`src/rtl/core/nsc_pkg.sv`:
```
// ============================================================================
// nsc_pkg - NMEA sentence checker shared definitions
// Character codes, result codes, per-sentence state and the body-byte update.
// ============================================================================
package nsc_pkg;

    // Saturation limits of the sentence counters
    localparam int MAX_FIELDS  = 40;
    localparam int LENGTH_BITS = 10;

    localparam int COMMA_BITS   = $clog2(MAX_FIELDS);
    localparam int OUT_LEN_BITS = 10;
    localparam int FIELD_BITS   = 6;
    localparam int CFG_IDX_BITS = 1;

    localparam logic [LENGTH_BITS-1:0]  LEN_MAX     = '1;
    localparam logic [COMMA_BITS-1:0]   COMMA_MAX   = COMMA_BITS'(MAX_FIELDS - 1);
    localparam logic [OUT_LEN_BITS-1:0] OUT_LEN_MAX = '1;

    localparam logic [7:0] CHR_CR    = 8'h0D;
    localparam logic [7:0] CHR_LF    = 8'h0A;
    localparam logic [7:0] CHR_STAR  = 8'h2A;
    localparam logic [7:0] CHR_COMMA = 8'h2C;

    // First-field letters three to five, letter three in the low byte
    localparam logic [23:0] LETTERS_GGA = 24'h414747;
    localparam logic [23:0] LETTERS_ATT = 24'h545441;
    localparam logic [23:0] LETTERS_GSV = 24'h565347;
    localparam logic [23:0] LETTERS_RMC = 24'h434D52;

    localparam logic [7:0] START_CHAR_RST   = 8'd36;
    localparam logic [7:0] MIN_BODY_LEN_RST = 8'd6;

    typedef enum logic [CFG_IDX_BITS-1:0] {
        CFG_START_CHAR   = 1'b0,
        CFG_MIN_BODY_LEN = 1'b1
    } cfg_reg_t;

    typedef enum logic [1:0] {
        STATUS_OK    = 2'd0,
        STATUS_SHORT = 2'd1,
        STATUS_STARS = 2'd2,
        STATUS_CKSUM = 2'd3
    } status_t;

    typedef enum logic [2:0] {
        MSG_OTHER = 3'd0,
        MSG_GGA   = 3'd1,
        MSG_ATT   = 3'd2,
        MSG_GSV   = 3'd3,
        MSG_RMC   = 3'd4
    } msg_type_t;

    typedef struct packed {
        logic                   in_sentence;
        logic [7:0]             xor_acc;
        logic [1:0]             star_seen;
        logic [7:0]             hex_acc;
        logic                   hex_stopped;
        logic [LENGTH_BITS-1:0] length_count;
        logic [COMMA_BITS-1:0]  comma_count;
        logic [23:0]            type_letters;
    } sent_state_t;

    // Bit 4 flags a hex digit, bits 3:0 give its value
    function automatic logic [4:0] hex_digit(input logic [7:0] b);
        logic [4:0] d;
        d = 5'd0;
        if (b inside {[8'h30:8'h39]}) begin
            d = {1'b1, 4'(b - 8'h30)};
        end
        else if (b inside {[8'h41:8'h46]}) begin
            d = {1'b1, 4'(b - 8'h37)};
        end
        else if (b inside {[8'h61:8'h66]}) begin
            d = {1'b1, 4'(b - 8'h57)};
        end
        return d;
    endfunction

    // Fold one body byte into the sentence state
    function automatic sent_state_t take_body(input sent_state_t s, input logic [7:0] b);
        sent_state_t n;
        logic [4:0]  hx;
        n  = s;
        hx = hex_digit(b);
        if (s.in_sentence) begin
            if (s.length_count != LEN_MAX) begin
                n.length_count = s.length_count + 1'b1;
            end
            if (s.star_seen == 2'd0) begin
                if (b == CHR_STAR) begin
                    n.star_seen = 2'd1;
                end
                else begin
                    n.xor_acc = s.xor_acc ^ b;
                    if (b == CHR_COMMA) begin
                        if (s.comma_count != COMMA_MAX) begin
                            n.comma_count = s.comma_count + 1'b1;
                        end
                    end
                    else if (s.comma_count == '0) begin
                        if (s.length_count == LENGTH_BITS'(2)) begin
                            n.type_letters[7:0] = b;
                        end
                        else if (s.length_count == LENGTH_BITS'(3)) begin
                            n.type_letters[15:8] = b;
                        end
                        else if (s.length_count == LENGTH_BITS'(4)) begin
                            n.type_letters[23:16] = b;
                        end
                    end
                end
            end
            else if (b == CHR_STAR) begin
                if (s.star_seen != 2'd2) begin
                    n.star_seen = s.star_seen + 2'd1;
                end
                n.hex_stopped = 1'b1;
            end
            else if (!s.hex_stopped) begin
                if (hx[4]) begin
                    n.hex_acc = {s.hex_acc[3:0], hx[3:0]};
                end
                else begin
                    n.hex_stopped = 1'b1;
                end
            end
        end
        return n;
    endfunction

endpackage

```
`src/rtl/core/nsc_if.sv`:
```
// ============================================================================
// nsc_if - NMEA sentence checker channels
// Valid/ready channels for received bytes and for sentence results.
// ============================================================================
interface nsc_in_if;
    logic       valid;
    logic       ready;
    logic [7:0] rx_byte;

    modport source (output valid, output rx_byte, input ready);
    modport sink   (input valid, input rx_byte, output ready);
endinterface

interface nsc_out_if;
    logic       valid;
    logic       ready;
    logic [1:0] status;
    logic [2:0] msg_type;
    logic [9:0] body_length;
    logic [5:0] field_count;
    logic [7:0] computed_xor;
    logic [7:0] received_sum;

    modport source (
        output valid, output status, output msg_type, output body_length,
        output field_count, output computed_xor, output received_sum,
        input ready
    );
    modport sink (
        input valid, input status, input msg_type, input body_length,
        input field_count, input computed_xor, input received_sum,
        output ready
    );
endinterface

```
`src/rtl/core/nmea_sentence_checker_unit.sv`:
```
// A result beat is offered once the LF byte held in the byte register has been evaluated into the result register.
// Throughput: one byte per cycle while the result register is free or being taken.
// A byte register feeds one pass of logic into the result register; both
// advance together whenever the result register is empty or being taken.
// Reset clears all sentence state and loads start_char = '$', min length = 6.
// ============================================================================
// nmea_sentence_checker_unit - NMEA 0183 sentence checksum validator
// Tracks length, XOR, star count, hex checksum, fields and type per sentence
// and gives one result beat at each CR LF.
// ============================================================================
module nmea_sentence_checker_unit (
    input  logic                             clk,
    input  logic                             rst_n,
    nsc_in_if.sink                           rx,
    nsc_out_if.source                        result,
    input  logic                             cfg_we,
    input  logic [nsc_pkg::CFG_IDX_BITS-1:0] cfg_index,
    input  logic [7:0]                       cfg_wdata
);

    // Configuration registers
    logic [7:0] start_char_reg;
    logic [7:0] min_len_reg;

    // Byte register stage
    logic       in_vld_reg;
    logic       in_vld_next;
    logic [7:0] byte_reg;

    // Sentence state
    nsc_pkg::sent_state_t st_reg;
    nsc_pkg::sent_state_t st_next;
    logic                 prev_cr_reg;
    logic                 prev_cr_next;

    // Result register
    logic                                res_vld_reg;
    logic                                res_vld_next;
    nsc_pkg::status_t                    status_reg;
    nsc_pkg::status_t                    status_next;
    nsc_pkg::msg_type_t                  msg_type_reg;
    nsc_pkg::msg_type_t                  msg_type_next;
    logic [nsc_pkg::OUT_LEN_BITS-1:0]    body_len_reg;
    logic [nsc_pkg::OUT_LEN_BITS-1:0]    body_len_next;
    logic [nsc_pkg::FIELD_BITS-1:0]      field_cnt_reg;
    logic [nsc_pkg::FIELD_BITS-1:0]      field_cnt_next;
    logic [7:0]                          xor_reg;
    logic [7:0]                          hex_reg;

    // Control
    logic                 advance;
    logic                 proc_en;
    logic                 is_term;
    logic                 too_short;
    logic [15:0]          len_wide;
    nsc_pkg::sent_state_t st_cr;
    nsc_pkg::sent_state_t st_clear;

    // Advance the pipe when the result slot is free or being drained
    assign advance  = !res_vld_reg || result.ready;
    assign proc_en  = in_vld_reg && advance;
    assign rx.ready = !in_vld_reg || advance;

    // ------------------------------------------------------------------
    // Configuration writes
    // ------------------------------------------------------------------
    always_ff @(posedge clk or negedge rst_n)
    begin
        if (!rst_n)
        begin
            start_char_reg <= nsc_pkg::START_CHAR_RST;
            min_len_reg    <= nsc_pkg::MIN_BODY_LEN_RST;
        end
        else if (cfg_we)
        begin
            case (cfg_index)
                nsc_pkg::CFG_START_CHAR:   start_char_reg <= cfg_wdata;
                nsc_pkg::CFG_MIN_BODY_LEN: min_len_reg    <= cfg_wdata;
                default:                   ;
            endcase
        end
    end

    // ------------------------------------------------------------------
    // Byte register
    // ------------------------------------------------------------------
    always_comb
    begin
        in_vld_next = in_vld_reg;
        if (rx.ready)
        begin
            in_vld_next = rx.valid;
        end
    end

    always_ff @(posedge clk or negedge rst_n)
    begin
        if (!rst_n)
        begin
            in_vld_reg <= 1'b0;
        end
        else
        begin
            in_vld_reg <= in_vld_next;
        end
    end

    always_ff @(posedge clk)
    begin
        if (rx.valid && rx.ready)
        begin
            byte_reg <= rx.rx_byte;
        end
    end

    // ------------------------------------------------------------------
    // Sentence state update
    // ------------------------------------------------------------------
    // A CR held back from the last beat is a body byte unless LF follows now
    assign is_term = (byte_reg == nsc_pkg::CHR_LF) && prev_cr_reg;
    assign st_cr   = prev_cr_reg ? nsc_pkg::take_body(st_reg, nsc_pkg::CHR_CR) : st_reg;

    always_comb
    begin
        st_clear = '0;
        st_next  = st_reg;
        prev_cr_next = prev_cr_reg;
        if (proc_en)
        begin
            prev_cr_next = 1'b0;
            if (is_term)
            begin
                // Close the sentence
                st_next = st_clear;
            end
            else if (byte_reg == start_char_reg)
            begin
                // Open or reopen: drop everything gathered so far
                st_next = st_clear;
                st_next.in_sentence = 1'b1;
            end
            else if (byte_reg == nsc_pkg::CHR_CR)
            begin
                // Hold the CR until the next byte decides its role
                st_next = st_cr;
                prev_cr_next = 1'b1;
            end
            else
            begin
                st_next = nsc_pkg::take_body(st_cr, byte_reg);
            end
        end
    end

    always_ff @(posedge clk or negedge rst_n)
    begin
        if (!rst_n)
        begin
            st_reg      <= '0;
            prev_cr_reg <= 1'b0;
        end
        else
        begin
            st_reg      <= st_next;
            prev_cr_reg <= prev_cr_next;
        end
    end

    // ------------------------------------------------------------------
    // Result evaluation from the state as it stands before the LF
    // ------------------------------------------------------------------
    assign len_wide  = 16'(st_reg.length_count);
    assign too_short = !st_reg.in_sentence || (len_wide == 16'd0)
                       || (len_wide < 16'(min_len_reg));

    always_comb
    begin
        if (too_short)
        begin
            status_next = nsc_pkg::STATUS_SHORT;
        end
        else if (st_reg.star_seen != 2'd1)
        begin
            status_next = nsc_pkg::STATUS_STARS;
        end
        else if (st_reg.hex_acc != st_reg.xor_acc)
        begin
            status_next = nsc_pkg::STATUS_CKSUM;
        end
        else
        begin
            status_next = nsc_pkg::STATUS_OK;
        end
    end

    always_comb
    begin
        msg_type_next = nsc_pkg::MSG_OTHER;
        if (status_next == nsc_pkg::STATUS_OK)
        begin
            case (st_reg.type_letters)
                nsc_pkg::LETTERS_GGA: msg_type_next = nsc_pkg::MSG_GGA;
                nsc_pkg::LETTERS_ATT: msg_type_next = nsc_pkg::MSG_ATT;
                nsc_pkg::LETTERS_GSV: msg_type_next = nsc_pkg::MSG_GSV;
                nsc_pkg::LETTERS_RMC: msg_type_next = nsc_pkg::MSG_RMC;
                default:              msg_type_next = nsc_pkg::MSG_OTHER;
            endcase
        end
    end

    // Clip the length to the result field
    assign body_len_next = (len_wide > 16'(nsc_pkg::OUT_LEN_MAX))
                           ? nsc_pkg::OUT_LEN_MAX
                           : nsc_pkg::OUT_LEN_BITS'(len_wide);
    assign field_cnt_next = nsc_pkg::FIELD_BITS'(st_reg.comma_count)
                            + nsc_pkg::FIELD_BITS'(1);

    // ------------------------------------------------------------------
    // Result register
    // ------------------------------------------------------------------
    always_comb
    begin
        res_vld_next = res_vld_reg;
        if (advance)
        begin
            res_vld_next = proc_en && is_term;
        end
    end

    always_ff @(posedge clk or negedge rst_n)
    begin
        if (!rst_n)
        begin
            res_vld_reg <= 1'b0;
        end
        else
        begin
            res_vld_reg <= res_vld_next;
        end
    end

    always_ff @(posedge clk)
    begin
        if (proc_en && is_term)
        begin
            status_reg    <= status_next;
            msg_type_reg  <= msg_type_next;
            body_len_reg  <= body_len_next;
            field_cnt_reg <= field_cnt_next;
            xor_reg       <= st_reg.xor_acc;
            hex_reg       <= st_reg.hex_acc;
        end
    end

    assign result.valid        = res_vld_reg;
    assign result.status       = status_reg;
    assign result.msg_type     = msg_type_reg;
    assign result.body_length  = body_len_reg;
    assign result.field_count  = field_cnt_reg;
    assign result.computed_xor = xor_reg;
    assign result.received_sum = hex_reg;

    // ------------------------------------------------------------------
    // Assertions
    // ------------------------------------------------------------------
    a_term_gives_beat: assert property (@(posedge clk) disable iff (!rst_n)
        proc_en && is_term |=> res_vld_reg)
        else $error("terminator did not load a result beat");

    a_term_closes: assert property (@(posedge clk) disable iff (!rst_n)
        proc_en && is_term |=> !st_reg.in_sentence && !prev_cr_reg)
        else $error("sentence still open after CR LF");

    a_type_only_ok: assert property (@(posedge clk) disable iff (!rst_n)
        res_vld_reg && (status_reg != nsc_pkg::STATUS_OK)
            |-> msg_type_reg == nsc_pkg::MSG_OTHER)
        else $error("message type set on a rejected sentence");

    a_ok_sum_match: assert property (@(posedge clk) disable iff (!rst_n)
        res_vld_reg && (status_reg == nsc_pkg::STATUS_OK) |-> xor_reg == hex_reg)
        else $error("accepted sentence with checksum mismatch");

    a_field_range: assert property (@(posedge clk) disable iff (!rst_n)
        res_vld_reg |-> (field_cnt_reg != '0)
            && (field_cnt_reg <= nsc_pkg::FIELD_BITS'(nsc_pkg::MAX_FIELDS)))
        else $error("field count out of range");

endmodule

```
`src/flat_wrapper.sv`:
```
// flat-port wrapper written by rule: the top's interface ports become plain ports
module nmea_sentence_checker_unit_flat 
  (clk, rst_n, cfg_we, cfg_index, cfg_wdata, rx_valid, rx_rx_byte, rx_ready, result_valid, result_status, result_msg_type, result_body_length, result_field_count, result_computed_xor, result_received_sum, result_ready);
  nsc_in_if rx_i ();
  nsc_out_if result_i ();
  input  logic clk;
  input  logic rst_n;
  input  logic cfg_we;
  input  logic [nsc_pkg::CFG_IDX_BITS-1:0] cfg_index;
  input  logic [7:0] cfg_wdata;
  input wire logic [$bits(rx_i.valid)-1:0] rx_valid;
  input wire logic [$bits(rx_i.rx_byte)-1:0] rx_rx_byte;
  output wire logic [$bits(rx_i.ready)-1:0] rx_ready;
  output wire logic [$bits(result_i.valid)-1:0] result_valid;
  output wire logic [$bits(result_i.status)-1:0] result_status;
  output wire logic [$bits(result_i.msg_type)-1:0] result_msg_type;
  output wire logic [$bits(result_i.body_length)-1:0] result_body_length;
  output wire logic [$bits(result_i.field_count)-1:0] result_field_count;
  output wire logic [$bits(result_i.computed_xor)-1:0] result_computed_xor;
  output wire logic [$bits(result_i.received_sum)-1:0] result_received_sum;
  input wire logic [$bits(result_i.ready)-1:0] result_ready;
  assign rx_i.valid = rx_valid;
  assign rx_i.rx_byte = rx_rx_byte;
  assign rx_ready = rx_i.ready;
  assign result_valid = result_i.valid;
  assign result_status = result_i.status;
  assign result_msg_type = result_i.msg_type;
  assign result_body_length = result_i.body_length;
  assign result_field_count = result_i.field_count;
  assign result_computed_xor = result_i.computed_xor;
  assign result_received_sum = result_i.received_sum;
  assign result_i.ready = result_ready;
  nmea_sentence_checker_unit u_core (.clk(clk), .rst_n(rst_n), .rx(rx_i), .result(result_i), .cfg_we(cfg_we), .cfg_index(cfg_index), .cfg_wdata(cfg_wdata));
endmodule
```
`config.mk`:
```
export PLATFORM = sky130hd
export DESIGN_NAME = nmea_sentence_checker_unit_flat
export DESIGN_NICKNAME = d
export VERILOG_FILES = /design/src/rtl/core/nsc_pkg.sv /design/src/rtl/core/nsc_if.sv /design/src/rtl/core/nmea_sentence_checker_unit.sv /design/src/flat_wrapper.sv
export SDC_FILE = /design/constraint.sdc
export NUM_CORES = 1
export LEC_CHECK = 0
export BUFFER_PORTS_ARGS = -buffer_cell sky130_fd_sc_hd__buf_2
export CORE_MARGIN = 4
export CORE_UTILIZATION = 23
export CTS_BUF_LIST = sky130_fd_sc_hd__clkbuf_4 sky130_fd_sc_hd__clkbuf_8
export CTS_CLUSTER_DIAMETER = 80
export DETAILED_ROUTE_END_ITERATION = 6
export GPL_ROUTABILITY_DRIVEN = 1
export GPL_TIMING_DRIVEN = 0
export HOLD_SLACK_MARGIN = 0.05
export PLACE_DENSITY = 0.47
export SYNTH_ARGS = -nofsm -noshare
export SYNTH_HDL_FRONTEND = slang
export SYNTH_SLANG_ARGS = --single-unit
```
`constraint.sdc`:
```
create_clock -name clk -period 6.2 [get_ports clk]
set_input_delay 0.31 -clock clk [delete_from_list [all_inputs] [get_ports clk]]
set_output_delay 0.31 -clock clk [all_outputs]
set_load 0.02 [all_outputs]
```
# Word-level counts from Yosys, hierarchy flattened
# Index checks and enable logic that the tools add are counted.
dict set report totals {
  reg_bits 124
  inputBits 22
  elab_cells 138
}
dict set report classes {
  add_sub_neg 8
  magnitude_cmp 8
  n_eq_ne 21
  mux 56
  bitwise_logic 3
  n_reduce_logical 22
}
# op count
set op_table {}
lappend op_table {{$mux 24} 5}
lappend op_table {{$mux 60} 2}
lappend op_table {{$mux 59} 2}
lappend op_table {{$eq 24x23->1 const B} 4}
lappend op_table {{$mux 8} 12}
lappend op_table {{$mux 30} 2}
lappend op_table {{$mux 55} 1}
lappend op_table {{$eq 10x2->1 const B} 4}
lappend op_table {{$mux 5} 7}
lappend op_table {{$mux 16} 2}
lappend op_table {{$add 10x1->10 const B} 2}
lappend op_table {{$eq 10x3->1 const B} 2}
lappend op_table {{$mux 10} 2}
lappend op_table {{$ne 10x10->1 const B} 2}
lappend op_table {{$mux 9} 2}
lappend op_table {{$eq 8x4->1 const B} 2}
lappend op_table {{$eq 8x6->1 const B} 2}
lappend op_table {{$ge 8x7->1 const B} 2}
lappend op_table {{$le 8x7->1 const B} 2}
lappend op_table {{$logic_not 16->1} 1}
lappend op_table {{$mux 2} 7}
lappend op_table {{$add 6x1->6 const B} 2}
lappend op_table {{$logic_not 6->1} 2}
lappend op_table {{$mux 6} 2}
lappend op_table {{other kinds (24)} 45}

# Longest topological paths before layout
dict set report depth {
  depth_word 20
  depth_mapped 11
  mapped_depth_nobuf 9
}

# Least setup slack after synthesis
# OpenSTA, ideal clock, no wires.
dict set report synth_path {
  path_type {flip-flop to flip-flop}
  start {register u_core.byte_reg[7]}
  end {register u_core.st_reg[10] (netlist bit)}
  setup_ns 0.123
  arrival_ns 2.492
  path_slack_ns 3.585
  stages_incl_launch_ff 9
  path_buffers 1
  cell_sequence {edfxtp_1 -> buf_2 -> nor4b_4 -> nand3b_1 -> nor3b_2 -> nand2_1 -> inv_1 -> nor2_1 -> o221a_1}
}
dict set report synth_between {
  elab_chain_cells 8
  word_cells_on_any_way 13
  cone_classes {eq/ne: 5; mux: 7; reduce/logical: 1}
}
# item line
set synth_lines {}
lappend synth_lines {{start, declared} nmea_sentence_checker_unit.sv:28} ;# logic [7:0] byte_reg;
lappend synth_lines {{start signal, assigned} nmea_sentence_checker_unit.sv:112} ;# byte_reg <= rx.rx_byte;
lappend synth_lines {{$eq 8x6->1} nsc_pkg.sv:97} ;# if (b == CHR_COMMA) begin
lappend synth_lines {{$mux 24} nsc_pkg.sv:97}
lappend synth_lines {{$mux 30} nsc_pkg.sv:92} ;# if (b == CHR_STAR) begin
lappend synth_lines {{$mux 30} nsc_pkg.sv:91} ;# if (s.star_seen == 2'd0) begin
lappend synth_lines {{$mux 59} nsc_pkg.sv:87} ;# if (s.in_sentence) begin
lappend synth_lines {{$mux 59} nmea_sentence_checker_unit.sv:142} ;# else if (byte_reg == nsc_pkg::CHR_CR)
lappend synth_lines {{$mux 60} nmea_sentence_checker_unit.sv:136} ;# else if (byte_reg == start_char_reg)
lappend synth_lines {{$mux 60 *} nmea_sentence_checker_unit.sv:131} ;# if (is_term)
lappend synth_lines {{end signal, assigned} nmea_sentence_checker_unit.sv:164} ;# st_reg <= st_next;
lappend synth_lines {{end, declared} nmea_sentence_checker_unit.sv:31} ;# nsc_pkg::sent_state_t st_reg;
# Every way passes the cells marked *; elsewhere a longest branch is shown, timed or not.
# A chain may end at the register's enable or synchronous reset.

# Worst setup path after layout
dict set report layout_path {
  start {register u_core.byte_reg[1]}
  end {register u_core.st_reg[41] (netlist bit)}
}
dict set report layout_between {
  elab_chain_cells 17
  word_cells_on_any_way 29
  cone_classes {order compare: 6; eq/ne: 4; mux: 15; reduce/logical: 4}
}
# item line
set layout_lines {}
lappend layout_lines {{$ge 8x7->1 / $le 8x7->1 (equally long branches)} nsc_pkg.sv:75} ;# else if (b inside {[8'h61:8'h66]}) begin
lappend layout_lines {{$logic_and 1x1->1} nsc_pkg.sv:75}
lappend layout_lines {{$mux 5} nsc_pkg.sv:75}
lappend layout_lines {{$mux 5} nsc_pkg.sv:72} ;# else if (b inside {[8'h41:8'h46]}) begin
lappend layout_lines {{$mux 5} nsc_pkg.sv:69} ;# if (b inside {[8'h30:8'h39]}) begin
lappend layout_lines {{$mux 5} nmea_sentence_checker_unit.sv:142}
lappend layout_lines {{$mux 5} nmea_sentence_checker_unit.sv:136}
lappend layout_lines {{$mux 5} nmea_sentence_checker_unit.sv:131}
lappend layout_lines {{$mux 5} nmea_sentence_checker_unit.sv:128} ;# if (proc_en)
lappend layout_lines {{$mux 8} nsc_pkg.sv:122} ;# if (hx[4]) begin
lappend layout_lines {{$mux 9} nsc_pkg.sv:121} ;# else if (!s.hex_stopped) begin
lappend layout_lines {{$mux 8} nsc_pkg.sv:115} ;# else if (b == CHR_STAR) begin
lappend layout_lines {{$mux 9} nsc_pkg.sv:91}
lappend layout_lines {{$mux 59} nsc_pkg.sv:87}
lappend layout_lines {{$mux 59} nmea_sentence_checker_unit.sv:142}
lappend layout_lines {{$mux 60} nmea_sentence_checker_unit.sv:136}
lappend layout_lines {{$mux 60 *} nmea_sentence_checker_unit.sv:131}
# Every way passes the cells marked *; elsewhere a longest branch is shown, timed or not. The select of a mux whose other input is x is not followed.

==> impl_metrics.py <==
metrics = {
    "yosys": {
        "synth_compound_gate_area_share": 0.143,
        "post_synth_fa_ha_maj_area_fraction": 0.0405,
        "synth.net_count": 640,
        "most_frequent_cell_after_synthesis": "dfrtp_1",
        "yosys.area_share.xor_xnor": 0.0486,
        "postSynth.asyncResetShare": 0.637,
        "synth.yosys.seq_area_share": 0.514,
        "mean_syn_cell_area_um2": 10.9,
        "synthDominantCellAreaShare": 0.290,
        "synth_top_family_by_area": "simple AND/OR/NAND/NOR gates",
        "netlist_instances": 597,
        "synth.ff_latch_count": 124,
        "edff_count_synth": 45,
        "post-synth-top-area-cell": "dfrtp_1",
        "post_synth_num_cell_types": 75,
        "synthesis.area_um2": 6480,
        "synth.area.mux_share": 0.0347,
        "postSynth.topFlopCell": "dfrtp_1",
        "yosysWarnings": 0,
        "synth-simple-area-share": 0.175,
        "ys_top_cells_by_area": "dfrtp_1 (29%), edfxtp_1 (21%), ha_1 (4.1%)",
        "synth.top_cells.by_count": "dfrtp_1 (75), nand2_1 (55), edfxtp_1 (45), nor2_1 (39), inv_1 (29)",
    },
    "grt": {
        "pin_count_of_the_biggest_net_entering_global_routing": 49,
        "grt_antenna_before_repair": 0,
        "grt_util_all_layers": 0.114,
        "overflow": 0,
        "grt_first_pass_wirelength_mm": 27.5,
        "first_global_vias": 4849,
    },
    "critical_path": {
        "reg2reg_depth": 8,
        "worst_case_register_to_register_setup_slack_ns": 2.85,
        "critPathLaunchType": "register",
        "max_stage_delay_ns": 0.55,
        "cp_slowest_cell": "nor2_1",
        "crit_path_cell_trace": "clkbuf_1 -> inv_1 -> ha_1 -> a41oi_1 -> clkbuf_1 -> a41oi_2 -> nor2_1 -> a22o_1",
        "crit_path_end_kind": "register",
        "critPathMostFrequentCell": "clkbuf_1",
        "worstReg2RegEnd": "u_core.st_reg[41]",
        "arrival_ns": 3.73,
        "worst-setup-path-type": "reg2reg",
        "worstPathMaxFanout": 10,
        "worst_ep_required_time_ns": 6.58,
        "r2r-start": "u_core.byte_reg[1]",
    },
    "clocking": {
        "cts_root_buf": "clkbuf_8",
        "sink_count": 124,
        "clk_pin_slew_worst_paths_ns": 0.08,
        "cts-buffers-inserted": 17,
        "htree_levels": 4,
        "cts_repair_resize_count": 0,
        "cts_tree": "done",
        "post-cts-setup-buffers": 0,
        "cts-root-to-sink-buffers": 2,
        "worst_skew_pair.late_latency_ns": 0.45,
    },
    "detailed_routing": {
        "drt_first_iter_violations": 350,
        "detailedRoute.firstPassIterationCount": 5,
        "routed_via_density": 4.51,
        "route.antenna.remaining_nets": 0,
        "via_count": 4862,
        "final_routed_drc_violation_total": 0,
        "drt-total-wl_mm": 17.2,
        "wl_per_cell_um": 16.0,
    },
    "place": {
        "detailedPlace.worstSlack_ns": 2.88,
        "post-place-cells": 1037,
        "hpwl_dp_mm": 12.7,
        "buffer_ports.inserted": 60,
        "routabilityCongestion": 0.781,
    },
    "sta": {
        "timing.final.hold_violations": 0,
        "timing_worst_slew_pin_value_ns": 0.823,
        "slew_headroom": 0.449,
        "fin_skew_ns": 0.0148,
        "final_max_slew_viol_count": 0,
        "max_clock_freq_mhz": 298,
        "timing.final.ws_setup_ns": 2.85,
        "finalCritPeriodShare": 0.541,
        "setup-violations-final": 0,
        "fin_setup_tns_ns": 0,
        "rsz_0062_raised_after_global_routing": "no",
        "timing.final.crit_period_ns": 3.35,
    },
    "power_and_ir_drop": {
        "power_leakage_nw": 3.17,
        "worst_ir_drop_vdd_uv": 148,
        "power.density_nw_per_um2": 284,
    },
    "cells_and_area": {
        "drive_above_1_share": 0.227,
        "layout.nets": 731,
        "synthToLayoutAreaGrowth_pct": 20.2,
        "antenna-diode-count": 0,
        "largest_register_ffs": 50,
        "final_cell_count_no_fill": 1079,
    },
    "hold_path": {
        "hold_path_endpoint": "u_core.min_len_reg[2]",
        "min_delay_path_depth": 2,
        "min-delay-path-class": "in2reg",
        "min-delay-start": "cfg_wdata[2]",
    },
    "floorplanning": {
        "start_util": 0.233,
        "ioPinCount": 61,
        "row_count": 61,
        "die-area_um2": 30900,
        "die_x_um": 176,
        "core-area_um2": 27800,
        "die_h_um": 176,
    },
    "status": {
        "status": "finished clean",
    },
    "flow_run": {
        "maxCapViolations": 0,
    },
}
## timing repair
item                                    in CTS  in global routing
hold endpoints to repair                    40                  0
hold buffers                                10                  0
endpoints found under the setup margin       0                  0
## worst max-delay path: cells and delay by family (launching register included)
family	cells	cell delay, ns
simple gates	1	0.55
compound gates	3	0.97
fa+ha+maj	1	0.26
buf+inv	3	1.06
flops	1	0.44
## logic make-up (layout without fill, tap and decap cells)
group | Yosys count | after routing
fa+ha+maj | 21 | 21
compound gates | 124 | 124
simple gates | 209 | 209
xor+xnor | 36 | 36
buf+inv | 63 | 167
mux | 20 | 20
flops | 124 | 124
## cell usage in the layout, fill, tap and decap left out, types with 5 or more instances in the layout
cell	instances
a21o_1	6
a21oi_1	15
a22o_1	18
a31oi_1	8
and3_1	10
buf_2	69
clkbuf_1	17
clkbuf_8	17
dfrtp_1	75
dlygate4sd3_1	10
edfxtp_1	45
ha_1	21
inv_1	28
inv_6	8
mux2_2	17
nand2_1	55
nand2b_1	8
nand3_1	20
nand4_1	12
nor2_1	39
nor3_1	13
nor4_1	10
nor4b_1	5
o21ai_0	27
o2bb2ai_1	5
o31ai_1	5
xnor2_1	16
xor2_1	20
## stage by stage
step | hold WS [ns] | total power [W] | cell area (um^2) | util
floorplan | 0.0144 | 0.00137 | 6480 | -
global placement | 0.483 | 0.00151 | 7260 | 0.261
detailed placement | 0.316 | 0.00151 | 7310 | 0.263
CTS | 0.0900 | 0.00224 | 7790 | 0.280
global route | 0.0901 | 0.00235 | 7790 | 0.280
finish | 0.125 | 0.00221 | 7790 | 0.280
## area by class of cell
type,count,area (um^2)
Buffer,34,179
Clock buffer,17,234
Clock inverter,15,151
Fill cell,2941,20000
Inverter,29,109
Multi-Input combinational cell,410,2860
Sequential cell,124,3330
Tap cell,378,473
Timing Repair Buffer,72,450
## how the worst max path moves through the flow
stage	startpoint	end	slack [ns]	cells past startpoint
floorplan	u_core.byte_reg[7]	u_core.st_reg[10]	3.58	8
global placement	u_core.byte_reg[0]	u_core.st_reg[8]	2.46	9
detailed placement	u_core.byte_reg[1]	u_core.st_reg[48]	2.88	8
CTS	u_core.byte_reg[1]	u_core.st_reg[41]	2.87	8
global route	u_core.byte_reg[1]	u_core.st_reg[48]	2.55	8
finish	u_core.byte_reg[1]	u_core.st_reg[41]	2.85	8
## layer usage
metal | track usage | vias to the layer above | wire length (um)
met4 | 0.0322 | 0 | 234
met5 | 0 | - | 0
met2 | 0.167 | 119 | 7440
li1 | - | 2370 | -
met1 | 0.169 | 2363 | 8780
met3 | 0.0252 | 10 | 783
## where the power goes
group	switching [W]	total (W)	internal, W	leakage [nW]
registers	0.0000963	0.00105	0.000954	1.46
logic	0.000256	0.000450	0.000194	1.52
clock network	0.000384	0.000714	0.000330	0.187
Note: power is estimated with default switching activity, not from simulation.
